<file path="config.mk">
export PLATFORM = sky130hd
export DESIGN_NAME = script_push_tokenizer
export DESIGN_NICKNAME = d
export VERILOG_FILES = /design/src/rtl/core/spt_pkg.sv /design/src/rtl/core/script_push_tokenizer.sv
export SDC_FILE = /design/constraint.sdc
export NUM_CORES = 1
export LEC_CHECK = 0
export BUFFER_PORTS_ARGS = -buffer_cell sky130_fd_sc_hd__clkbuf_2
export CAP_MARGIN = 10
export CORE_MARGIN = 5
export CORE_UTILIZATION = 60
export DETAILED_ROUTE_END_ITERATION = 8
export GPL_TIMING_DRIVEN = 0
export PLACE_DENSITY_LB_ADDON = 0.15
export SETUP_SLACK_MARGIN = 0.15
export SYNTH_ARGS = -nofsm -noshare
export SYNTH_HDL_FRONTEND = slang
export SYNTH_SLANG_ARGS = --single-unit
</file>
<file path="constraint.sdc">
create_clock -name aclk -period 3 [get_ports aclk]
set_input_delay 0.3 -clock aclk [delete_from_list [all_inputs] [get_ports aclk]]
set_output_delay 0.3 -clock aclk [all_outputs]
set_load 0.01 [all_outputs]
</file>
<file path="src/rtl/core/spt_pkg.sv">
package spt_pkg;

    // byte roles reported on the result channel
    localparam logic [1:0] ROLE_OPCODE  = 2'd0;
    localparam logic [1:0] ROLE_HEADER  = 2'd1;
    localparam logic [1:0] ROLE_PAYLOAD = 2'd2;

    // script opcodes that open a push
    localparam logic [7:0] OP_PUSH_MIN   = 8'h01;
    localparam logic [7:0] OP_PUSH_MAX   = 8'h4b;
    localparam logic [7:0] OP_PUSH_LEN1  = 8'h4c;
    localparam logic [7:0] OP_PUSH_LEN2  = 8'h4d;
    localparam logic [7:0] OP_PUSH_LEN4  = 8'h4e;

    // length field sizes in bytes
    localparam logic [2:0] LEN_BYTES_1 = 3'd1;
    localparam logic [2:0] LEN_BYTES_2 = 3'd2;
    localparam logic [2:0] LEN_BYTES_4 = 3'd4;

    typedef enum logic [2:0] {
        PH_IDLE = 3'b001,
        PH_LEN  = 3'b010,
        PH_PAY  = 3'b100
    } phase_t;

endpackage

</file>
<file path="src/rtl/core/script_push_tokenizer.sv">
// Script push tokeniser: takes one script byte per transaction on the s_ channel and returns
// one result per byte on the m_ channel in the cycle after acceptance, giving the byte's role
// (opcode, push header or length byte, payload), the decoded push length when a header
// completes, chunk end, script end and a truncation flag when the script ends inside a length
// field or payload. A byte can be accepted every cycle; s_ready only drops while a result
// waits unaccepted in the output register. cfg_wdata[0] selects big-endian PUSHDATA2/4 length
// fields (reset: little-endian) and should only be written while the block is idle.
module script_push_tokenizer (
    input  logic        aclk,
    input  logic        aresetn,
    input  logic        cfg_we,
    input  logic        cfg_wdata,
    input  logic        s_valid,
    output logic        s_ready,
    input  logic [7:0]  s_script_byte,
    input  logic        s_last_byte,
    output logic        m_valid,
    input  logic        m_ready,
    output logic [1:0]  m_byte_role,
    output logic [7:0]  m_byte_value,
    output logic [31:0] m_push_length,
    output logic        m_length_ready,
    output logic        m_chunk_end,
    output logic        m_script_end,
    output logic        m_truncated
);
    import spt_pkg::*;

    logic        big_endian_reg;
    phase_t      phase_reg, phase_next;
    logic [2:0]  len_left_reg, len_left_next;
    logic [1:0]  pos_reg, pos_next;
    logic [31:0] acc_reg, acc_next;
    logic [31:0] pay_left_reg, pay_left_next;

    logic        m_valid_reg;
    logic [1:0]  role_reg, role_next;
    logic [7:0]  value_reg;
    logic [31:0] plen_reg, plen_next;
    logic        lready_reg, lready_next;
    logic        cend_reg, cend_next;
    logic        send_reg;
    logic        trunc_reg, trunc_next;

    logic        accept;
    logic [2:0]  len_left_dec;
    logic [31:0] pay_left_dec;

    assign s_ready = !m_valid_reg || m_ready;
    assign accept  = s_valid && s_ready;

    assign len_left_dec = len_left_reg - 3'd1;
    assign pay_left_dec = pay_left_reg - 32'd1;

    always_comb begin
        phase_next    = phase_reg;
        len_left_next = len_left_reg;
        pos_next      = pos_reg;
        acc_next      = acc_reg;
        pay_left_next = pay_left_reg;
        role_next     = ROLE_OPCODE;
        plen_next     = '0;
        lready_next   = 1'b0;
        cend_next     = 1'b0;
        trunc_next    = 1'b0;

        unique case (phase_reg)
            PH_LEN: begin
                role_next = ROLE_HEADER;
                if (big_endian_reg) begin
                    acc_next = {acc_reg[23:0], s_script_byte};
                end else begin
                    acc_next = acc_reg | ({24'd0, s_script_byte} << {pos_reg, 3'b000});
                end
                pos_next      = pos_reg + 2'd1;
                len_left_next = len_left_dec;
                if (len_left_dec == 3'd0) begin
                    lready_next   = 1'b1;
                    plen_next     = acc_next;
                    pay_left_next = acc_next;
                    if (acc_next == 32'd0) begin
                        cend_next  = 1'b1;
                        phase_next = PH_IDLE;
                    end else begin
                        phase_next = PH_PAY;
                    end
                end
            end
            PH_PAY: begin
                role_next     = ROLE_PAYLOAD;
                pay_left_next = pay_left_dec;
                if (pay_left_dec == 32'd0) begin
                    cend_next  = 1'b1;
                    phase_next = PH_IDLE;
                end
            end
            default: begin
                phase_next = PH_IDLE;
                if (s_script_byte >= OP_PUSH_MIN && s_script_byte <= OP_PUSH_MAX) begin
                    role_next     = ROLE_HEADER;
                    lready_next   = 1'b1;
                    plen_next     = {24'd0, s_script_byte};
                    pay_left_next = {24'd0, s_script_byte};
                    phase_next    = PH_PAY;
                end else if (s_script_byte >= OP_PUSH_LEN1 && s_script_byte <= OP_PUSH_LEN4) begin
                    role_next = ROLE_HEADER;
                    priority if (s_script_byte == OP_PUSH_LEN1) begin
                        len_left_next = LEN_BYTES_1;
                    end else if (s_script_byte == OP_PUSH_LEN2) begin
                        len_left_next = LEN_BYTES_2;
                    end else begin
                        len_left_next = LEN_BYTES_4;
                    end
                    acc_next      = '0;
                    pay_left_next = '0;
                    pos_next      = '0;
                    phase_next    = PH_LEN;
                end else begin
                    cend_next = 1'b1;
                end
            end
        endcase

        // end of script drops any open push and starts afresh
        if (s_last_byte) begin
            trunc_next    = (phase_next != PH_IDLE);
            phase_next    = PH_IDLE;
            len_left_next = '0;
            pos_next      = '0;
            acc_next      = '0;
            pay_left_next = '0;
        end
    end

    always_ff @(posedge aclk) begin
        if (!aresetn) begin
            big_endian_reg <= 1'b0;
            phase_reg      <= PH_IDLE;
            len_left_reg   <= '0;
            pos_reg        <= '0;
            acc_reg        <= '0;
            pay_left_reg   <= '0;
            m_valid_reg    <= 1'b0;
        end else begin
            if (cfg_we) begin
                big_endian_reg <= cfg_wdata;
            end
            if (accept) begin
                phase_reg    <= phase_next;
                len_left_reg <= len_left_next;
                pos_reg      <= pos_next;
                acc_reg      <= acc_next;
                pay_left_reg <= pay_left_next;
                m_valid_reg  <= 1'b1;
            end else if (m_ready) begin
                m_valid_reg <= 1'b0;
            end
        end
    end

    always_ff @(posedge aclk) begin
        if (accept) begin
            role_reg   <= role_next;
            value_reg  <= s_script_byte;
            plen_reg   <= plen_next;
            lready_reg <= lready_next;
            cend_reg   <= cend_next;
            send_reg   <= s_last_byte;
            trunc_reg  <= trunc_next;
        end
    end

    assign m_valid        = m_valid_reg;
    assign m_byte_role    = role_reg;
    assign m_byte_value   = value_reg;
    assign m_push_length  = plen_reg;
    assign m_length_ready = lready_reg;
    assign m_chunk_end    = cend_reg;
    assign m_script_end   = send_reg;
    assign m_truncated    = trunc_reg;

endmodule

</file>
Yosys cells after proc, flatten, opt, wreduce, memory -nomap -nowiden
Index checks and enable logic that the tools add are counted.

cells by class
  add/sub/neg operators = 3
  magnitude comparators = 4
  eq/ne operators = 8
  shift operators = 1
  multiplexer cells = 44
  bitwise gates (word level) = 1
  reductions and logical operators = 13

operators with widths
  kind                                                                                 count
  32-bit two-way mux                                                                   9
  32-bit one-hot mux with 2 select lines                                               3
  32-bit logical NOT                                                                   2
  32-bit bitwise OR                                                                    1
  8-bit by 5-bit left shift with 32-bit output                                         1
  32-bit by 1-bit subtractor with 32-bit output, second input constant                 1
  3-bit two-way mux                                                                    10
  8-bit by 7-bit equality test with 1-bit output, second input constant                2
  8-bit by 7-bit less-or-equal comparator with 1-bit output, second input constant     2
  3-bit one-hot mux with 2 select lines                                                2
  1-bit two-way mux                                                                    11
  8-bit by 1-bit greater-or-equal comparator with 1-bit output, second input constant  1
  8-bit by 7-bit greater-or-equal comparator with 1-bit output, second input constant  1
  2-bit two-way mux                                                                    4
  8-bit two-way mux                                                                    1
  2-bit one-hot mux with 2 select lines                                                2
  5-bit nonzero test                                                                   1
  1-bit one-hot mux with 2 select lines                                                2
  4-bit AND reduction                                                                  1
  3-bit by 2-bit equality test with 1-bit output, second input constant                1
  3-bit equality test, second input constant                                           1
  1-bit logical AND                                                                    3
  3-bit logical NOT                                                                    1
  3-bit by 1-bit inequality test with 1-bit output, second input constant              1
  other kinds (10)                                                                     10

storage, ports and cells
  register bits = 120
  bits of input ports = 15
  output and inout port bits = 48
  logic and storage cells = 88

Longest topological paths before layout
  depth in word-level cells = 9
  depth in mapped cells = 10
  depth with buffers taken out = 9

Least setup slack after synthesis
Ideal clock, no wire load.

  kind = register to register
  start = register m_valid_reg (netlist: m_valid)
  end = register pay_left_reg[4]
  library setup time = 70 ps
  data arrival time = 2608 ps
  required time = 2930 ps
  setup slack = 322 ps
  stages on the path, launching flop included = 8
  path buffers = 1
  clock period less this slack = 2678 ps
  path through = dfxtp_1 > nand2b_1 > nand2_1 > inv_1 > o21ai_1 > clkbuf_1 > a211o_1 > a21oi_1

between the ends
  longest elaborated chain between the ends = 4

ends and longest elaborated chain
  what                           line                          RTL
  start, declared                script_push_tokenizer.sv:36   logic m_valid_reg;
  start signal, assigned         script_push_tokenizer.sv:143  m_valid_reg <= 1'b0;
  start signal, assigned         script_push_tokenizer.sv:154  m_valid_reg <= 1'b1;
  start signal, assigned         script_push_tokenizer.sv:156  m_valid_reg <= 1'b0;
  1-bit logical NOT              script_push_tokenizer.sv:49   assign s_ready = !m_valid_reg || m_ready;
  1-bit logical OR               script_push_tokenizer.sv:49
  named net s_ready              script_push_tokenizer.sv:14   output logic s_ready,
  1-bit logical AND              script_push_tokenizer.sv:50   assign accept = s_valid && s_ready;
  named net accept               script_push_tokenizer.sv:45   logic accept;
  3-bit AND reduction (no line)  n/a
  end signal, assigned           script_push_tokenizer.sv:153  pay_left_reg <= pay_left_next;
  end, declared                  script_push_tokenizer.sv:34   logic [31:0] pay_left_reg, pay_left_next;

The timed path passes the listed nets, and every way through them passes these cells.
A chain may end at the register's enable or synchronous reset.

Worst setup path in the final report
  start = input s_script_byte[3]
  end = register acc_reg[4]

between the ends
  longest elaborated chain between the ends = 4
  elaborated cells between the ends (all ways) = 9
  those cells by class = order compare (4); eq/ne (1); reduce/logical (4)

ends and longest elaborated chain
  what                                                                                                     line                                                       RTL
  start, declared                                                                                          script_push_tokenizer.sv:15                                input logic [7:0] s_script_byte,
  8-bit by 1-bit greater-or-equal comparator with 1-bit output, or another cell as far along               script_push_tokenizer.sv:99                                if (s_script_byte >= OP_PUSH_MIN && s_script_byte <= OP_PUSH_MAX) begin
  1-bit logical AND, on equally long branches                                                              script_push_tokenizer.sv:99, script_push_tokenizer.sv:105
  3-bit by 2-bit inequality test with 1-bit output (no line) / 3-bit nonzero test (equally long branches)  n/a
  4-bit AND reduction (no line) *                                                                          n/a
  end signal, assigned                                                                                     script_push_tokenizer.sv:152                               acc_reg <= acc_next;
  end, declared                                                                                            script_push_tokenizer.sv:33                                logic [31:0] acc_reg, acc_next;

Every way passes the cells marked *; elsewhere a longest branch is shown, timed or not.

==> flow_summary_export.csv <==
group,metric,value,unit
routing,routed_via_density,7.05,
routing,vias,7276,
flow_run,cap_viol_max_count,0,
logic_synthesis,synth_cell_types,77,
pwr,pwr-share-seq,0.396,
die,num_io_pins,63,
placed_design,dp_hpwl,16800,µm
pwr,switching_power,1.14,mW
die,rows,38,
global_routing,overflow,0,
logic_synthesis,postSynthCellCount,778,
global_routing,grt_max_degree,30,
placed_design,globalplace.congestion,1.01,
logic_synthesis,yosysWarnings,0,
setup_path,start_kind,"input pin",
die,dieArea,13200,µm²
logic_synthesis,synth-seq-cells,120,
logic_synthesis,async_flop_share,0,
timing,tightest_slew,1190,ps
pwr,power_density,539,nW/µm²
routing,routed_wl,24900,µm
pwr,switching_share,0.258,
global_routing,grt_util_all_layers,0.369,
logic_synthesis,synth.avg_cell_area,8.50,µm²
setup_path,cp_max_fo,10,
layout,nets,898,
die,die_w,115,µm
timing,drv_slew,0,
run_status,violations,"design-rule violations",
run_status,status,"finished, violations left",
global_routing,grt_antenna_before_repair,1,
routing,drcViolationCount,1,
placed_design,port_buffers,62,
die,initial_core_util,0.610,
cts,cts_buffers,17,
die,die_h,115,µm
setup_path,crit_slowest_cell,"dlygate4sd3_1",
routing,routedWlPerCell,24.1,µm
setup_path,cpMostUsedCell,"clkbuf_1",
routing,route.antenna.remaining_nets,0,
setup_path,path_class,"input pin to flip-flop",
routing,firstDrtPassIters,9,
global_routing,grt_pass1_vias,6665,
pwr,cellLeakagePower,3.02,nW
layout,n_antenna_cell,0,
setup_path,arrival,3320,ps
logic_synthesis,synth-seq-area-share,0.433,
pwr,irDropWorstVdd,529,µV
global_routing,grt_pass1_wl,36900,µm
timing,setup_tns,0,ps
timing,rsz0062_at_grt,"yes",
layout,drive_above_1_share,0.217,
routing,drtIter0Drc,1235,
logic_synthesis,synth_area,6610,µm²
timing,fin_crit,2920,ps
setup_path,path_cells,"dlygate4sd3_1 > clkbuf_2 > clkbuf_1 > nand2_1 > a2111o_1 > a21oi_1 > o21ai_0 > clkbuf_1 > clkbuf_1 > a21oi_1 > nor2_1",
cts,ctsLongestPathBuffers,2,
logic_synthesis,syn-num-nets,797,
logic_synthesis,yosys_most_used_dff,"dfxtp_1",
setup_path,slowest_delay,520,ps
setup_path,required,3410,ps
timing,max_slew_margin,0.203,
pwr,p_int,3.28,mW
pwr,p_comb_frac,0.118,
setup_path,cp-end-kind,"flip-flop",
timing,fin_crit_sh,0.972,
timing,skew,9.49,ps
die,core,10800,µm²
cts,clock-root-buffer,"clkbuf_8",
cts,clk-insertion-delay-late,540,ps
cts,cts_tree,"built",
timing,setup_viol,0,
cts,h-tree-depth,4,
timing,fmax,0.343,GHz
logic_synthesis,synth_edf_count,46,
cts,clk_pin_slew,60,ps
cts,clock_sinks,120,
timing,finalHoldViolations,0,
layout,area_growth,23.8,%
layout,layout.cells.non_filler,1032,
worst_hold_path,min-delay-path-class,"input pin to flip-flop",
pwr,clkPwrFrac,0.487,
placed_design,dp_cells,981,
-- placed cells by master (no fill, tap or decap), drive strengths merged, types with 4 or more instances in the layout --
cell type	Yosys	routed
a21o	5	5
ha	4	4
nand2b	14	14
a22oi	15	15
a311o	8	8
a21oi	79	79
clkinv	1	4
xnor2	5	5
dfxtp	74	74
o21bai	5	5
nand3b	15	15
nor2	132	132
inv	11	11
clkinvlp	0	4
o2bb2ai	12	12
o22ai	18	18
nand4	16	16
nor3b	6	6
o32ai	9	9
nand2	42	42
or3b	5	5
nor3	44	44
nor4	14	14
a211oi	4	4
or3	9	9
buf	17	30
nand3	12	12
dlygate4sd3	0	8
o21ai	45	45
o31ai	9	9
edfxtp	46	46
mux2i	5	5
a31oi	8	8
clkbuf	46	129
-- per-stage QoR --
step / utilization / total power, mW / hold WS [ps] / setup WS (ps) / area [µm²]
after floorplan: - / 2.05 / 399 / 322 / 6610
after global placement: 0.655 / 2.20 / 471 / -777 / 7100
final: 0.755 / 4.41 / 12.0 / 84.4 / 8190
after CTS: 0.732 / 4.36 / 0.615 / 95.2 / 7940
after global routing: 0.755 / 4.52 / 39.8 / 77.1 / 8190
after detailed placement: 0.657 / 2.21 / 485 / -108 / 7120
-- power by group through the flow --
stage	Sequential, mW	Clock (mW)	Combinational (mW)
floorplan	1.80	0	0.249
global placement	1.78	0	0.424
detailed placement	1.78	0	0.433
CTS	1.75	2.14	0.472
global route	1.75	2.23	0.539
finish	1.75	2.15	0.520
-- timing repair --
item,4_1_cts,5_1_grt
setup endpoints to repair,36,43
hold buffers,8,0
resized for setup,15,57
hold endpoints to repair,8,0
buffers inserted,4,8
pin swaps,2,15
-- worst max-delay path, delay by kind of cell --
kind	cells	cell delay [ps]
AOI/OAI and AO/OA	4	1000
buffers and inverters	5	1710
and+or+nand+nor	2	290
-- synth_stat cells, types with 5 or more instances --
library cell | number | area [µm²]
nor2_1 | 131 | 492
a21oi_1 | 79 | 395
dfxtp_1 | 74 | 1480
clkbuf_1 | 46 | 173
edfxtp_1 | 46 | 1380
o21ai_0 | 42 | 210
nand2_1 | 41 | 154
nor3_1 | 40 | 200
o22ai_1 | 18 | 113
nand4_1 | 16 | 100
a22oi_1 | 15 | 113
nand3b_1 | 15 | 113
nand2b_1 | 14 | 87.6
o2bb2ai_1 | 12 | 105
buf_2 | 11 | 55.1
nand3_1 | 11 | 55.1
nor4_1 | 11 | 68.8
inv_1 | 10 | 37.5
o31ai_1 | 9 | 67.6
a311o_1 | 8 | 80.1
a31oi_1 | 8 | 50.1
o32ai_1 | 8 | 70.1
or3_1 | 8 | 50.1
nor3b_1 | 6 | 45.0
a21o_1 | 5 | 37.5
mux2i_1 | 5 | 50.1
o21bai_1 | 5 | 37.5
xnor2_1 | 5 | 43.8
-- layer usage --
layer / global-route usage / part of all wire / up-vias
met5: 0 / 0 / -
met4: 0.180 / 0.047 / 0
met3: 0.109 / 0.14 / 126
met2: 0.553 / 0.44 / 645
met1: 0.487 / 0.37 / 3407
li1: - / - / 3098
-- path summary, 6_finish.rpt --
kind	start	endpoint	slack [ps]	cells past startpoint
worst max-delay path	s_script_byte[3]	acc_reg[4]$_SDFFE_PN0P_	80	11
worst min-delay path	cfg_wdata	big_endian_reg$_SDFFE_PN0P_	10	3
worst max register to register	pos_reg[0]$_SDFFE_PN0P_	m_chunk_end$_DFFE_PP_	110	9
worst min register to register	acc_reg[28]$_SDFFE_PN0P_	acc_reg[28]$_SDFFE_PN0P_	500	2
-- kinds of logic after synthesis --
group / Yosys count / synth area share
AO/OA/AOI/OAI: 241 / 0.236
adder cells (fa/ha/maj): 4 / 0.00757
buffers and inverters: 75 / 0.0492
multiplexers: 8 / 0.0127
flip-flops: 120 / 0.433
AND/OR/NAND/NOR: 325 / 0.255
XOR/XNOR: 5 / 0.00662
-- cell type report --
class / count / area (µm²)
buffer: 62 / 290
clock buffer: 22 / 484
clock inverter: 10 / 140
fill: 784 / 2650
inverter: 12 / 48.8
multi-input combinational: 583 / 3670
sequential: 120 / 2870
tap: 140 / 175
timing repair buffer: 83 / 513
Power figures use the tool's default switching activity.
